--- src/rtl/core/plcc_pkg.sv ---
package plcc_pkg;

    localparam int PIX_W  = 8;
    localparam int OFS_W  = 9;
    localparam int CIDX_W = 3;
    localparam logic [PIX_W-1:0] PIX_MAX = 8'd255;
    localparam logic [PIX_W-1:0] GREY_MID = 8'd127;
    localparam logic [PIX_W-1:0] DARK_Q1  = 8'd64;
    localparam logic [PIX_W-1:0] DARK_Q2  = 8'd128;

    localparam logic [CIDX_W-1:0] REG_FLAT_EN  = 3'd0;
    localparam logic [CIDX_W-1:0] REG_GREY_EN  = 3'd1;
    localparam logic [CIDX_W-1:0] REG_DARK_EN  = 3'd2;
    localparam logic [CIDX_W-1:0] REG_BLACK_OF = 3'd3;
    localparam logic [CIDX_W-1:0] REG_SHADE_OF = 3'd4;

    typedef struct packed {
        logic [PIX_W-1:0] sample;
        logic [PIX_W-1:0] black_ref;
        logic [PIX_W-1:0] shade_ref;
        logic [PIX_W-1:0] grey_ref;
        logic [PIX_W-1:0] dark_ref;
        logic             frame_end;
    } t_in_word;

    typedef struct packed {
        logic [PIX_W-1:0] corrected;
        logic             frame_end_out;
    } t_out_word;

    typedef struct packed {
        logic                    flat_enable;
        logic                    grey_enable;
        logic                    dark_enable;
        logic signed [OFS_W-1:0] black_offset;
        logic signed [OFS_W-1:0] shade_offset;
    } t_cfg;

    // per-pixel fields carried along the chain
    typedef struct packed {
        logic [PIX_W-1:0] grey_ref;
        logic [PIX_W-1:0] dark_ref;
        logic             frame_end;
    } t_side;

endpackage

--- src/rtl/core/plcc_div.sv ---
// Pipelined restoring divider, one quotient bit per stage.
// Quotient saturates to all ones when it would not fit in QW bits.
module plcc_div #(
    parameter int NW = 17,
    parameter int DW = 10,
    parameter int QW = 8,
    parameter int SW = 1
) (
    input  logic          i_clk,
    input  logic          i_rst_n,
    input  logic          i_en,
    input  logic          i_valid,
    input  logic [NW-1:0] i_num,
    input  logic [DW-1:0] i_den,
    input  logic [SW-1:0] i_side,
    output logic          o_valid,
    output logic [QW-1:0] o_quo,
    output logic [SW-1:0] o_side
);

    localparam int LW = NW + DW + QW;

    logic          r_vld  [QW+1];
    logic [NW-1:0] r_rem  [QW+1];
    logic [DW-1:0] r_den  [QW+1];
    logic [QW-1:0] r_quo  [QW+1];
    logic          r_sat  [QW+1];
    logic [SW-1:0] r_side [QW+1];

    always_ff @(posedge i_clk) begin
        if (!i_rst_n) begin
            r_vld[0] <= 1'b0;
        end else if (i_en) begin
            r_vld[0] <= i_valid;
        end
        if (i_en) begin
            r_rem[0]  <= i_num;
            r_den[0]  <= i_den;
            r_quo[0]  <= '0;
            r_sat[0]  <= LW'(i_num) >= (LW'(i_den) << QW);
            r_side[0] <= i_side;
        end
    end

    for (genvar k = 1; k <= QW; k++) begin : g_stage
        localparam int B = QW - k;
        logic [LW-1:0] w_sh;
        logic          w_ge;
        logic [NW-1:0] n_rem;
        logic [QW-1:0] n_quo;

        always_comb begin
            w_sh  = LW'(r_den[k-1]) << B;
            w_ge  = LW'(r_rem[k-1]) >= w_sh;
            n_rem = w_ge ? NW'(LW'(r_rem[k-1]) - w_sh) : r_rem[k-1];
            n_quo = r_quo[k-1];
            n_quo[B] = w_ge;
        end

        always_ff @(posedge i_clk) begin
            if (!i_rst_n) begin
                r_vld[k] <= 1'b0;
            end else if (i_en) begin
                r_vld[k] <= r_vld[k-1];
            end
            if (i_en) begin
                r_rem[k]  <= n_rem;
                r_den[k]  <= r_den[k-1];
                r_quo[k]  <= n_quo;
                r_sat[k]  <= r_sat[k-1];
                r_side[k] <= r_side[k-1];
            end
        end
    end

    assign o_valid = r_vld[QW];
    assign o_quo   = r_sat[QW] ? '1 : r_quo[QW];
    assign o_side  = r_side[QW];

endmodule

--- src/rtl/core/plcc_flat.sv ---
// Black/shading flat field: (v-bk)*255 / max(1, sh-bk), clamped 0..255; bypassed when disabled.
module plcc_flat (
    input  logic                      i_clk,
    input  logic                      i_rst_n,
    input  logic                      i_en,
    input  logic                      i_valid,
    input  plcc_pkg::t_in_word        i_word,
    input  plcc_pkg::t_cfg            i_cfg,
    output logic                      o_valid,
    output logic [plcc_pkg::PIX_W-1:0] o_val,
    output plcc_pkg::t_side           o_side
);

    typedef struct packed {
        logic [plcc_pkg::PIX_W-1:0] c;
        logic                       byp;
        logic                       zero;
        plcc_pkg::t_side            side;
    } t_fctl;

    logic signed [10:0] w_bk, w_sh, w_span, w_diff;
    logic [16:0]        n_num;
    logic [9:0]         n_den;
    t_fctl              n_ctl;

    logic        r_vld;
    logic [16:0] r_num;
    logic [9:0]  r_den;
    t_fctl       r_ctl;

    logic                       d_vld;
    logic [7:0]                 d_quo;
    t_fctl                      d_ctl;

    logic                       r_ovld;
    logic [plcc_pkg::PIX_W-1:0] r_oval;
    plcc_pkg::t_side            r_oside;

    always_comb begin
        w_bk   = signed'({3'b000, i_word.black_ref}) + 11'(i_cfg.black_offset);
        w_sh   = signed'({3'b000, i_word.shade_ref}) + 11'(i_cfg.shade_offset);
        w_span = w_sh - w_bk;
        w_diff = signed'({3'b000, i_word.sample}) - w_bk;
        // diff*255 as diff*256 - diff; only used when diff is non-negative
        n_num  = (17'(unsigned'(w_diff)) << 8) - 17'(unsigned'(w_diff));
        n_den  = (w_span < 11'sd1) ? 10'd1 : unsigned'(w_span[9:0]);
        n_ctl.c    = i_word.sample;
        n_ctl.byp  = !i_cfg.flat_enable;
        n_ctl.zero = w_diff[10];
        n_ctl.side.grey_ref  = i_word.grey_ref;
        n_ctl.side.dark_ref  = i_word.dark_ref;
        n_ctl.side.frame_end = i_word.frame_end;
    end

    always_ff @(posedge i_clk) begin
        if (!i_rst_n) begin
            r_vld <= 1'b0;
        end else if (i_en) begin
            r_vld <= i_valid;
        end
        if (i_en) begin
            r_num <= n_num;
            r_den <= n_den;
            r_ctl <= n_ctl;
        end
    end

    plcc_div #(.NW(17), .DW(10), .QW(8), .SW($bits(t_fctl))) u_div (
        .i_clk   (i_clk),
        .i_rst_n (i_rst_n),
        .i_en    (i_en),
        .i_valid (r_vld),
        .i_num   (r_num),
        .i_den   (r_den),
        .i_side  (r_ctl),
        .o_valid (d_vld),
        .o_quo   (d_quo),
        .o_side  (d_ctl)
    );

    always_ff @(posedge i_clk) begin
        if (!i_rst_n) begin
            r_ovld <= 1'b0;
        end else if (i_en) begin
            r_ovld <= d_vld;
        end
        if (i_en) begin
            r_oval  <= d_ctl.byp ? d_ctl.c : (d_ctl.zero ? '0 : d_quo);
            r_oside <= d_ctl.side;
        end
    end

    assign o_valid = r_ovld;
    assign o_val   = r_oval;
    assign o_side  = r_oside;

endmodule

--- src/rtl/core/plcc_grey.sv ---
// Grey-level two-segment remap about 127; bypassed when disabled or when grey_ref is 0 or 127.
module plcc_grey (
    input  logic                       i_clk,
    input  logic                       i_rst_n,
    input  logic                       i_en,
    input  logic                       i_valid,
    input  logic [plcc_pkg::PIX_W-1:0] i_val,
    input  plcc_pkg::t_side            i_side,
    input  logic                       i_enable,
    output logic                       o_valid,
    output logic [plcc_pkg::PIX_W-1:0] o_val,
    output plcc_pkg::t_side            o_side
);

    typedef struct packed {
        logic [plcc_pkg::PIX_W-1:0] c;
        logic                       byp;
        logic                       hi;
        plcc_pkg::t_side            side;
    } t_gctl;

    logic [7:0]  w_g, w_c, w_diff;
    logic        w_lo;
    logic [14:0] n_num;
    logic [7:0]  n_den;
    t_gctl       n_ctl;

    logic        r_vld;
    logic [14:0] r_num;
    logic [7:0]  r_den;
    t_gctl       r_ctl;

    logic       d_vld;
    logic [7:0] d_quo;
    t_gctl      d_ctl;
    logic [8:0] w_sum;

    logic                       r_ovld;
    logic [plcc_pkg::PIX_W-1:0] r_oval;
    plcc_pkg::t_side            r_oside;

    always_comb begin
        w_g    = i_side.grey_ref;
        w_c    = i_val;
        w_lo   = w_g < plcc_pkg::GREY_MID;
        w_diff = w_c - w_g;
        n_ctl.c    = w_c;
        n_ctl.hi   = w_c > w_g;
        n_ctl.byp  = !i_enable || (w_g == '0) || (w_g == plcc_pkg::GREY_MID);
        n_ctl.side = i_side;
        if (n_ctl.hi) begin
            n_num = w_lo ? (15'(w_diff) << 7) : (15'(w_diff) << 7) - 15'(w_diff);
            n_den = plcc_pkg::PIX_MAX - w_g;
        end else begin
            n_num = w_lo ? (15'(w_c) << 7) - 15'(w_c) : (15'(w_c) << 7);
            n_den = w_g;
        end
        if (n_ctl.byp) begin
            n_den = 8'd1;
        end
    end

    always_ff @(posedge i_clk) begin
        if (!i_rst_n) begin
            r_vld <= 1'b0;
        end else if (i_en) begin
            r_vld <= i_valid;
        end
        if (i_en) begin
            r_num <= n_num;
            r_den <= n_den;
            r_ctl <= n_ctl;
        end
    end

    plcc_div #(.NW(15), .DW(8), .QW(8), .SW($bits(t_gctl))) u_div (
        .i_clk   (i_clk),
        .i_rst_n (i_rst_n),
        .i_en    (i_en),
        .i_valid (r_vld),
        .i_num   (r_num),
        .i_den   (r_den),
        .i_side  (r_ctl),
        .o_valid (d_vld),
        .o_quo   (d_quo),
        .o_side  (d_ctl)
    );

    assign w_sum = (d_ctl.hi ? 9'(plcc_pkg::GREY_MID) : 9'd0) + 9'(d_quo);

    always_ff @(posedge i_clk) begin
        if (!i_rst_n) begin
            r_ovld <= 1'b0;
        end else if (i_en) begin
            r_ovld <= d_vld;
        end
        if (i_en) begin
            if (d_ctl.byp) begin
                r_oval <= d_ctl.c;
            end else begin
                r_oval <= w_sum[8] ? plcc_pkg::PIX_MAX : w_sum[7:0];
            end
            r_oside <= d_ctl.side;
        end
    end

    assign o_valid = r_ovld;
    assign o_val   = r_oval;
    assign o_side  = r_oside;

endmodule

--- src/rtl/core/plcc_dark.sv ---
// Dark-level remap about 64 and 128; averages with its input for mid references.
module plcc_dark (
    input  logic                       i_clk,
    input  logic                       i_rst_n,
    input  logic                       i_en,
    input  logic                       i_valid,
    input  logic [plcc_pkg::PIX_W-1:0] i_val,
    input  plcc_pkg::t_side            i_side,
    input  logic                       i_enable,
    output logic                       o_valid,
    output plcc_pkg::t_out_word        o_word
);

    typedef enum logic [1:0] {DK_PASS, DK_CLAMP, DK_AVG} t_mode;

    typedef struct packed {
        logic [plcc_pkg::PIX_W-1:0] c;
        t_mode                      mode;
        logic                       hi;
        logic                       frame_end;
    } t_dctl;

    logic [7:0]  w_d, w_c;
    logic [13:0] n_num;
    logic [6:0]  n_den;
    t_dctl       n_ctl;

    logic        r_vld;
    logic [13:0] r_num;
    logic [6:0]  r_den;
    t_dctl       r_ctl;

    logic       d_vld;
    logic [8:0] d_quo;
    t_dctl      d_ctl;
    logic [9:0] w_t;
    logic [10:0] w_avg;

    logic                r_ovld;
    plcc_pkg::t_out_word r_oword;

    always_comb begin
        w_d = i_side.dark_ref;
        w_c = i_val;
        n_ctl.c         = w_c;
        n_ctl.frame_end = i_side.frame_end;
        n_ctl.hi        = w_c > w_d;
        n_ctl.mode      = DK_PASS;
        if (i_enable && (w_d != '0)) begin
            if (w_d < plcc_pkg::DARK_Q1) begin
                if (n_ctl.hi && (w_c < plcc_pkg::DARK_Q2)) begin
                    n_ctl.mode = DK_CLAMP;
                end else if (w_c < plcc_pkg::DARK_Q1) begin
                    n_ctl.mode = DK_CLAMP;
                    n_ctl.hi   = 1'b0;
                end
            end else if ((w_d > plcc_pkg::DARK_Q1) && (w_d < plcc_pkg::DARK_Q2)) begin
                n_ctl.mode = DK_AVG;
            end
        end
        if (n_ctl.hi) begin
            n_num = 14'(w_c - w_d) << 6;
            n_den = 7'(plcc_pkg::DARK_Q2 - w_d);
        end else begin
            n_num = 14'(w_c) << 6;
            n_den = w_d[6:0];
        end
        if (n_ctl.mode == DK_PASS) begin
            n_den = 7'd1;
        end
    end

    always_ff @(posedge i_clk) begin
        if (!i_rst_n) begin
            r_vld <= 1'b0;
        end else if (i_en) begin
            r_vld <= i_valid;
        end
        if (i_en) begin
            r_num <= n_num;
            r_den <= n_den;
            r_ctl <= n_ctl;
        end
    end

    // 9-bit quotient: saturation only happens where the result clamps anyway
    plcc_div #(.NW(14), .DW(7), .QW(9), .SW($bits(t_dctl))) u_div (
        .i_clk   (i_clk),
        .i_rst_n (i_rst_n),
        .i_en    (i_en),
        .i_valid (r_vld),
        .i_num   (r_num),
        .i_den   (r_den),
        .i_side  (r_ctl),
        .o_valid (d_vld),
        .o_quo   (d_quo),
        .o_side  (d_ctl)
    );

    always_comb begin
        w_t   = (d_ctl.hi ? 10'(plcc_pkg::DARK_Q1) : 10'd0) + 10'(d_quo);
        w_avg = (11'(d_ctl.c) + 11'(w_t)) >> 1;
    end

    always_ff @(posedge i_clk) begin
        if (!i_rst_n) begin
            r_ovld <= 1'b0;
        end else if (i_en) begin
            r_ovld <= d_vld;
        end
        if (i_en) begin
            case (d_ctl.mode)
                DK_CLAMP: r_oword.corrected <= (w_t > 10'd255) ? plcc_pkg::PIX_MAX : w_t[7:0];
                DK_AVG:   r_oword.corrected <= (w_avg > 11'd255) ? plcc_pkg::PIX_MAX
                                                                : w_avg[7:0];
                default:  r_oword.corrected <= d_ctl.c;
            endcase
            r_oword.frame_end_out <= d_ctl.frame_end;
        end
    end

    assign o_valid = r_ovld;
    assign o_word  = r_oword;

endmodule

--- src/rtl/core/pixel_level_correction_chain_unit.sv ---
// Channel   Signals                                   Direction
// input     i_valid / o_stall / i_word                 in
// output    o_valid / i_stall / o_word                 out
// config    i_cfg_valid / o_cfg_ready / index, data    in
//
// One word per cycle while the output is not stalled: flat, grey and dark stages
// each take a setup register, a 8 or 9 step divider pipeline and a result register.
// Reset clears the valid bits and the config registers (all stages bypassed).
// A stalled output word freezes the whole pipeline; nothing is dropped or repeated.
module pixel_level_correction_chain_unit (
    input  logic                              i_clk,
    input  logic                              i_rst_n,
    input  logic                              i_valid,
    output logic                              o_stall,
    input  plcc_pkg::t_in_word                i_word,
    output logic                              o_valid,
    input  logic                              i_stall,
    output plcc_pkg::t_out_word               o_word,
    input  logic                              i_cfg_valid,
    output logic                              o_cfg_ready,
    input  logic [plcc_pkg::CIDX_W-1:0]       i_cfg_index,
    input  logic [plcc_pkg::OFS_W-1:0]        i_cfg_data
);

    plcc_pkg::t_cfg r_cfg;
    logic           w_adv;

    logic                       f_vld, g_vld;
    logic [plcc_pkg::PIX_W-1:0] f_val, g_val;
    plcc_pkg::t_side            f_side, g_side;

    assign o_cfg_ready = 1'b1;
    assign w_adv   = !(o_valid && i_stall);
    assign o_stall = !w_adv;

    always_ff @(posedge i_clk) begin
        if (!i_rst_n) begin
            r_cfg <= '0;
        end else if (i_cfg_valid) begin
            unique case (i_cfg_index)
                plcc_pkg::REG_FLAT_EN:  r_cfg.flat_enable  <= i_cfg_data[0];
                plcc_pkg::REG_GREY_EN:  r_cfg.grey_enable  <= i_cfg_data[0];
                plcc_pkg::REG_DARK_EN:  r_cfg.dark_enable  <= i_cfg_data[0];
                plcc_pkg::REG_BLACK_OF: r_cfg.black_offset <= signed'(i_cfg_data);
                plcc_pkg::REG_SHADE_OF: r_cfg.shade_offset <= signed'(i_cfg_data);
                default: ;
            endcase
        end
    end

    plcc_flat u_flat (
        .i_clk   (i_clk),
        .i_rst_n (i_rst_n),
        .i_en    (w_adv),
        .i_valid (i_valid),
        .i_word  (i_word),
        .i_cfg   (r_cfg),
        .o_valid (f_vld),
        .o_val   (f_val),
        .o_side  (f_side)
    );

    plcc_grey u_grey (
        .i_clk    (i_clk),
        .i_rst_n  (i_rst_n),
        .i_en     (w_adv),
        .i_valid  (f_vld),
        .i_val    (f_val),
        .i_side   (f_side),
        .i_enable (r_cfg.grey_enable),
        .o_valid  (g_vld),
        .o_val    (g_val),
        .o_side   (g_side)
    );

    plcc_dark u_dark (
        .i_clk    (i_clk),
        .i_rst_n  (i_rst_n),
        .i_en     (w_adv),
        .i_valid  (g_vld),
        .i_val    (g_val),
        .i_side   (g_side),
        .i_enable (r_cfg.dark_enable),
        .o_valid  (o_valid),
        .o_word   (o_word)
    );

endmodule
--- config.mk ---
export PLATFORM = sky130hd
export DESIGN_NAME = pixel_level_correction_chain_unit
export DESIGN_NICKNAME = d
export VERILOG_FILES = /design/src/rtl/core/plcc_pkg.sv /design/src/rtl/core/plcc_div.sv /design/src/rtl/core/plcc_flat.sv /design/src/rtl/core/plcc_grey.sv /design/src/rtl/core/plcc_dark.sv /design/src/rtl/core/pixel_level_correction_chain_unit.sv
export SDC_FILE = /design/constraint.sdc
export NUM_CORES = 2
export LEC_CHECK = 0
export BUFFER_PORTS_ARGS = -buffer_cell sky130_fd_sc_hd__buf_2
export CAP_MARGIN = 20
export CORE_ASPECT_RATIO = 0.5
export CORE_MARGIN = 5
export CORE_UTILIZATION = 30
export DETAILED_ROUTE_END_ITERATION = 8
export PLACE_DENSITY = 0.55
export SYNTH_ARGS = -nofsm -noshare
export SYNTH_HDL_FRONTEND = slang
export SYNTH_SLANG_ARGS = --single-unit
--- constraint.sdc ---
create_clock -name i_clk -period 47.9 [get_ports i_clk]
set_clock_uncertainty 0.2 [all_clocks]
set_input_delay 7.185 -clock i_clk [delete_from_list [all_inputs] [get_ports i_clk]]
set_output_delay 7.185 -clock i_clk [all_outputs]
set_load 0.01 [all_outputs]
==> impl_metrics.tcl <==
set metrics [dict create \
    status "finished clean" \
    synth.area.mux_share_pct 1.755 \
    yosysWarnings 0 \
    use_met3_pct 1.970 \
    cts_max_path_buffers 4 \
    vias 31870 \
    synthArstFlopShare_pct 0 \
    cp_slowest_cell "nand2_4" \
    ys.flop_type "edfxtp_1" \
    yosys.area_share.xor_xnor_pct 3.123 \
    synth_adder_area_share_pct 7.115 \
    setup_viol 0 \
    place_area_um2 65390 \
    setup_tns_ns 0 \
    grt_pass1_vias 32680 \
    hold_start "u_dark.u_div.r_side[7][4]" \
    grt_max_degree 188 \
    io_pins 70 \
    seq_area_frac_synth_pct 70.53 \
    final_area_um2 69640 \
    min_to "u_dark.u_div.r_side[8][4]" \
    hpwl_mm 67.96 \
    path_clk_slew_ns 0.06 \
    swShare_pct 28.81 \
    wl_mm 100.5 \
    synth_fp_nets 4555 \
    grt_antenna_before_repair 6 \
    final_util_pct 34.15 \
    grtUsageTotal_pct 9.194 \
    synth_top_family_by_area "simple AND/OR/NAND/NOR gates" \
    fp.coreArea_um2 203900 \
    path_cells "buf_2, nand2_4, inv_1, buf_2" \
    synth.distinct_cells 88 \
    pwr-share-comb_pct 25.5 \
    fp-row-count 117 \
    clock_latency_ns 0.76 \
    start_util_pct 30.23 \
    seqPwrFrac_pct 47.8 \
    die_x_um 651.1 \
    criticalPathCategory "input port to output pin" \
    reg2reg_slack_ns 42.07 \
    fin_cells 7182 \
    r2r-start "u_dark.o_valid" \
    powerDensity_nw_per_um2 56.03 \
    fin_ws_ns 32.09 \
    synth-edff-count 1428 \
    cts_resized 0 \
    wl_per_cell_um 13.99 \
    rsz0062_at_grt "no" \
    hold_path_class "flip-flop to flip-flop" \
    synthesis.area_um2 61650 \
    syn_inst 4166 \
    gr-usage-met2_pct 16.00 \
    critical-path-max-stage-delay_ns 0.52 \
    synth-seq-cells 1458 \
    fp.dieH_um 330.6 \
    cts_tree "yes" \
    htree_levels 4 \
    area_growth_pct 12.95 \
    busiest_layer "met2" \
    met1_usage_pct 11.60 \
    nNetsFinal 4737 \
    max_freq_mhz 63.26 \
    p_leak_nw 25.68 \
    switchingPower_mw 1.124 \
    synth_top_area_cell "edfxtp_1" \
    hold_depth 0 \
    route.detailed.drc 0 \
    grt_pass1_wl_mm 165.8 \
    required_ns 40.51 \
    hold_violations 0 \
    gr-total-overflow 0 \
    relSlewSlack_pct 27.65 \
    dp_cells 6940 \
    cts_buffers 140 \
    internal_power_mw 2.778 \
    root_buffer "clkbuf_16" \
    dieArea_um2 215200 \
    ant_nets 0 \
    cts_hold_buf 0 \
    total_power_mw 3.902 \
    via_per_inst 4.437 \
    whs_ns 0.1722 \
    worstRegToRegCells 6 \
    cts.sinks 1458 \
    min_period_over_period_pct 33.00 \
    drt_first_iter_violations 1812 \
    synth_simple_gate_area_share_pct 7.399 \
    synth_top_area_share_pct 69.55 \
    crit_path_max_fanout 71 \
    drive_gt1_share_pct 9.203 \
    synth_compound_area_share_pct 7.349 \
    tightestPinTransition_ns 1.071 \
    worstReg2RegEnd "u_dark.u_div.r_den[5][2]" \
    syn-mean-instance-area_um2 14.80 \
    maxSlewViolCount 0 \
    cap_violations 0 \
    drt-pass1-iter-count 5 \
    path_common_cell "buf_2" \
    port-buffer-count 68 \
    p_clk_share_pct 26.7 \
    gp_congestion 0.8497 \
    cp-end-kind "output pin" \
    cts_setup_buffers 0 \
    start_kind "input port" \
    vdd_ir_drop_max_uv 32.73 \
    period_needed_ns 15.81 \
    dp_slack_ns 32.06 \
    worstPathArrival_ns 8.42 \
    ys_top_cells_by_area "edfxtp_1 (70%), ha_1 (6.1%), inv_1 (2.4%)" \
]
cells by family (layout without fill, tap and decap cells):
| logic type | count (synthesis) | count (layout) |
|---|---|---|
| DFF | 1458 | 1458 |
| and+or+nand+nor | 916 | 916 |
| AOI/OAI and AO/OA | 699 | 699 |
| buffers and inverters | 441 | 719 |
| adders and majority gates | 333 | 333 |
| xor gates and xnor gates | 219 | 219 |
| muxes | 99 | 99 |
| other | 1 | 2 |
per-layer routing:
metal  part of all wire, %  vias up  wire (µm)
li1                      -    15820          -
met4                   2.7        0       2750
met2                    48      503      48190
met3                   4.0      224       3989
met5                     0        -          0
met1                    45    15330      45520
cell type report:
class,count,area (µm²)
antenna,1,2.502
clock buffer,170,3659
clock inverter,68,560.5
fill,19380,134300
inverter,389,1460
multi-input combinational,2267,16520
sequential,1458,43480
tap,2737,3425
timing repair buffer,92,533.0
sequential cells by signal, indices dropped and copies added, names as in the netlist, 12 cells and up:
signal,flops
r_cfg,21
u_dark.r_ctl,12
u_dark.u_div.r_den,63
u_dark.u_div.r_quo,45
u_dark.u_div.r_rem,87
u_dark.u_div.r_side,120
u_flat.o_side,17
u_flat.r_ctl,27
u_flat.r_num,17
u_flat.u_div.r_den,80
u_flat.u_div.r_quo,36
u_flat.u_div.r_rem,136
u_flat.u_div.r_side,243
u_grey.r_ctl,19
u_grey.r_num,15
u_grey.u_div.r_den,64
u_grey.u_div.r_quo,36
u_grey.u_div.r_rem,120
u_grey.u_div.r_side,171
cell usage in the layout (no fill, tap or decap), types with 33 or more instances in the layout:
cell type / synthesis / layout
nor2_1: 249 / 249
edfxtp_1: 1428 / 1428
o21ai_0: 183 / 183
inv_1: 388 / 388
o31ai_1: 37 / 37
a21boi_0: 56 / 56
xnor2_1: 140 / 140
clkbuf_16: 0 / 142
ha_1: 301 / 301
o21a_1: 46 / 46
nand2_1: 222 / 221
xor2_1: 78 / 78
mux2_2: 73 / 73
a21o_1: 61 / 61
or3_1: 33 / 33
nor3_1: 68 / 68
nor2b_1: 81 / 81
nand2b_1: 48 / 48
and3_1: 38 / 38
buf_2: 7 / 68
a21oi_1: 154 / 154
nor4_1: 34 / 33
critical path, delay by kind of cell:
family / cells / cell delay (ns)
buf+inv: 3 / 0.70
simple gates: 1 / 0.52
worst max path at each step:
stage,end,startpoint,depth (start not counted)
3_5_place_dp,o_stall,i_stall,4
5_1_grt,o_stall,i_stall,4
4_1_cts,o_stall,i_stall,4
6_report,o_stall,i_stall,4
3_3_place_gp,o_stall,i_stall,4
2_1_floorplan,u_dark.u_div.r_vld[0],i_stall,3
power groups by stage:
stage | combinational [mW] | clock (mW) | sequential, mW
global route | 1.13 | 1.14 | 1.89
detailed placement | 0.988 | 0 | 1.89
floorplan | 0.799 | 0 | 1.83
CTS | 0.996 | 1.08 | 1.87
finish | 0.997 | 1.04 | 1.87
global placement | 0.951 | 0 | 1.88
Yosys cell counts, types with 10 or more instances:
cell      count
nor2_1      249
dfxtp_1      30
nor4b_1      11
o21ai_0     183
nand4b_1     11
a221oi_1     10
nand2_1     222
a21o_1       61
edfxtp_1   1428
nor4_1       34
a21oi_1     154
o21bai_1     15
or2_2        24
o211ai_1     14
a211oi_1     16
nand4_1      27
nand2b_1     48
mux2_2       73
nand3_1      28
and3_1       38
or3_1        33
fa_1         30
xnor2_1     140
o31ai_1      37
ha_1        301
xor2_1       78
o21a_1       46
mux2i_1      26
a31oi_1      15
nor2b_1      81
a21boi_0     56
clkbuf_1     39
nor3_1       68
inv_1       388
Note: power is estimated with default switching activity, not from simulation.
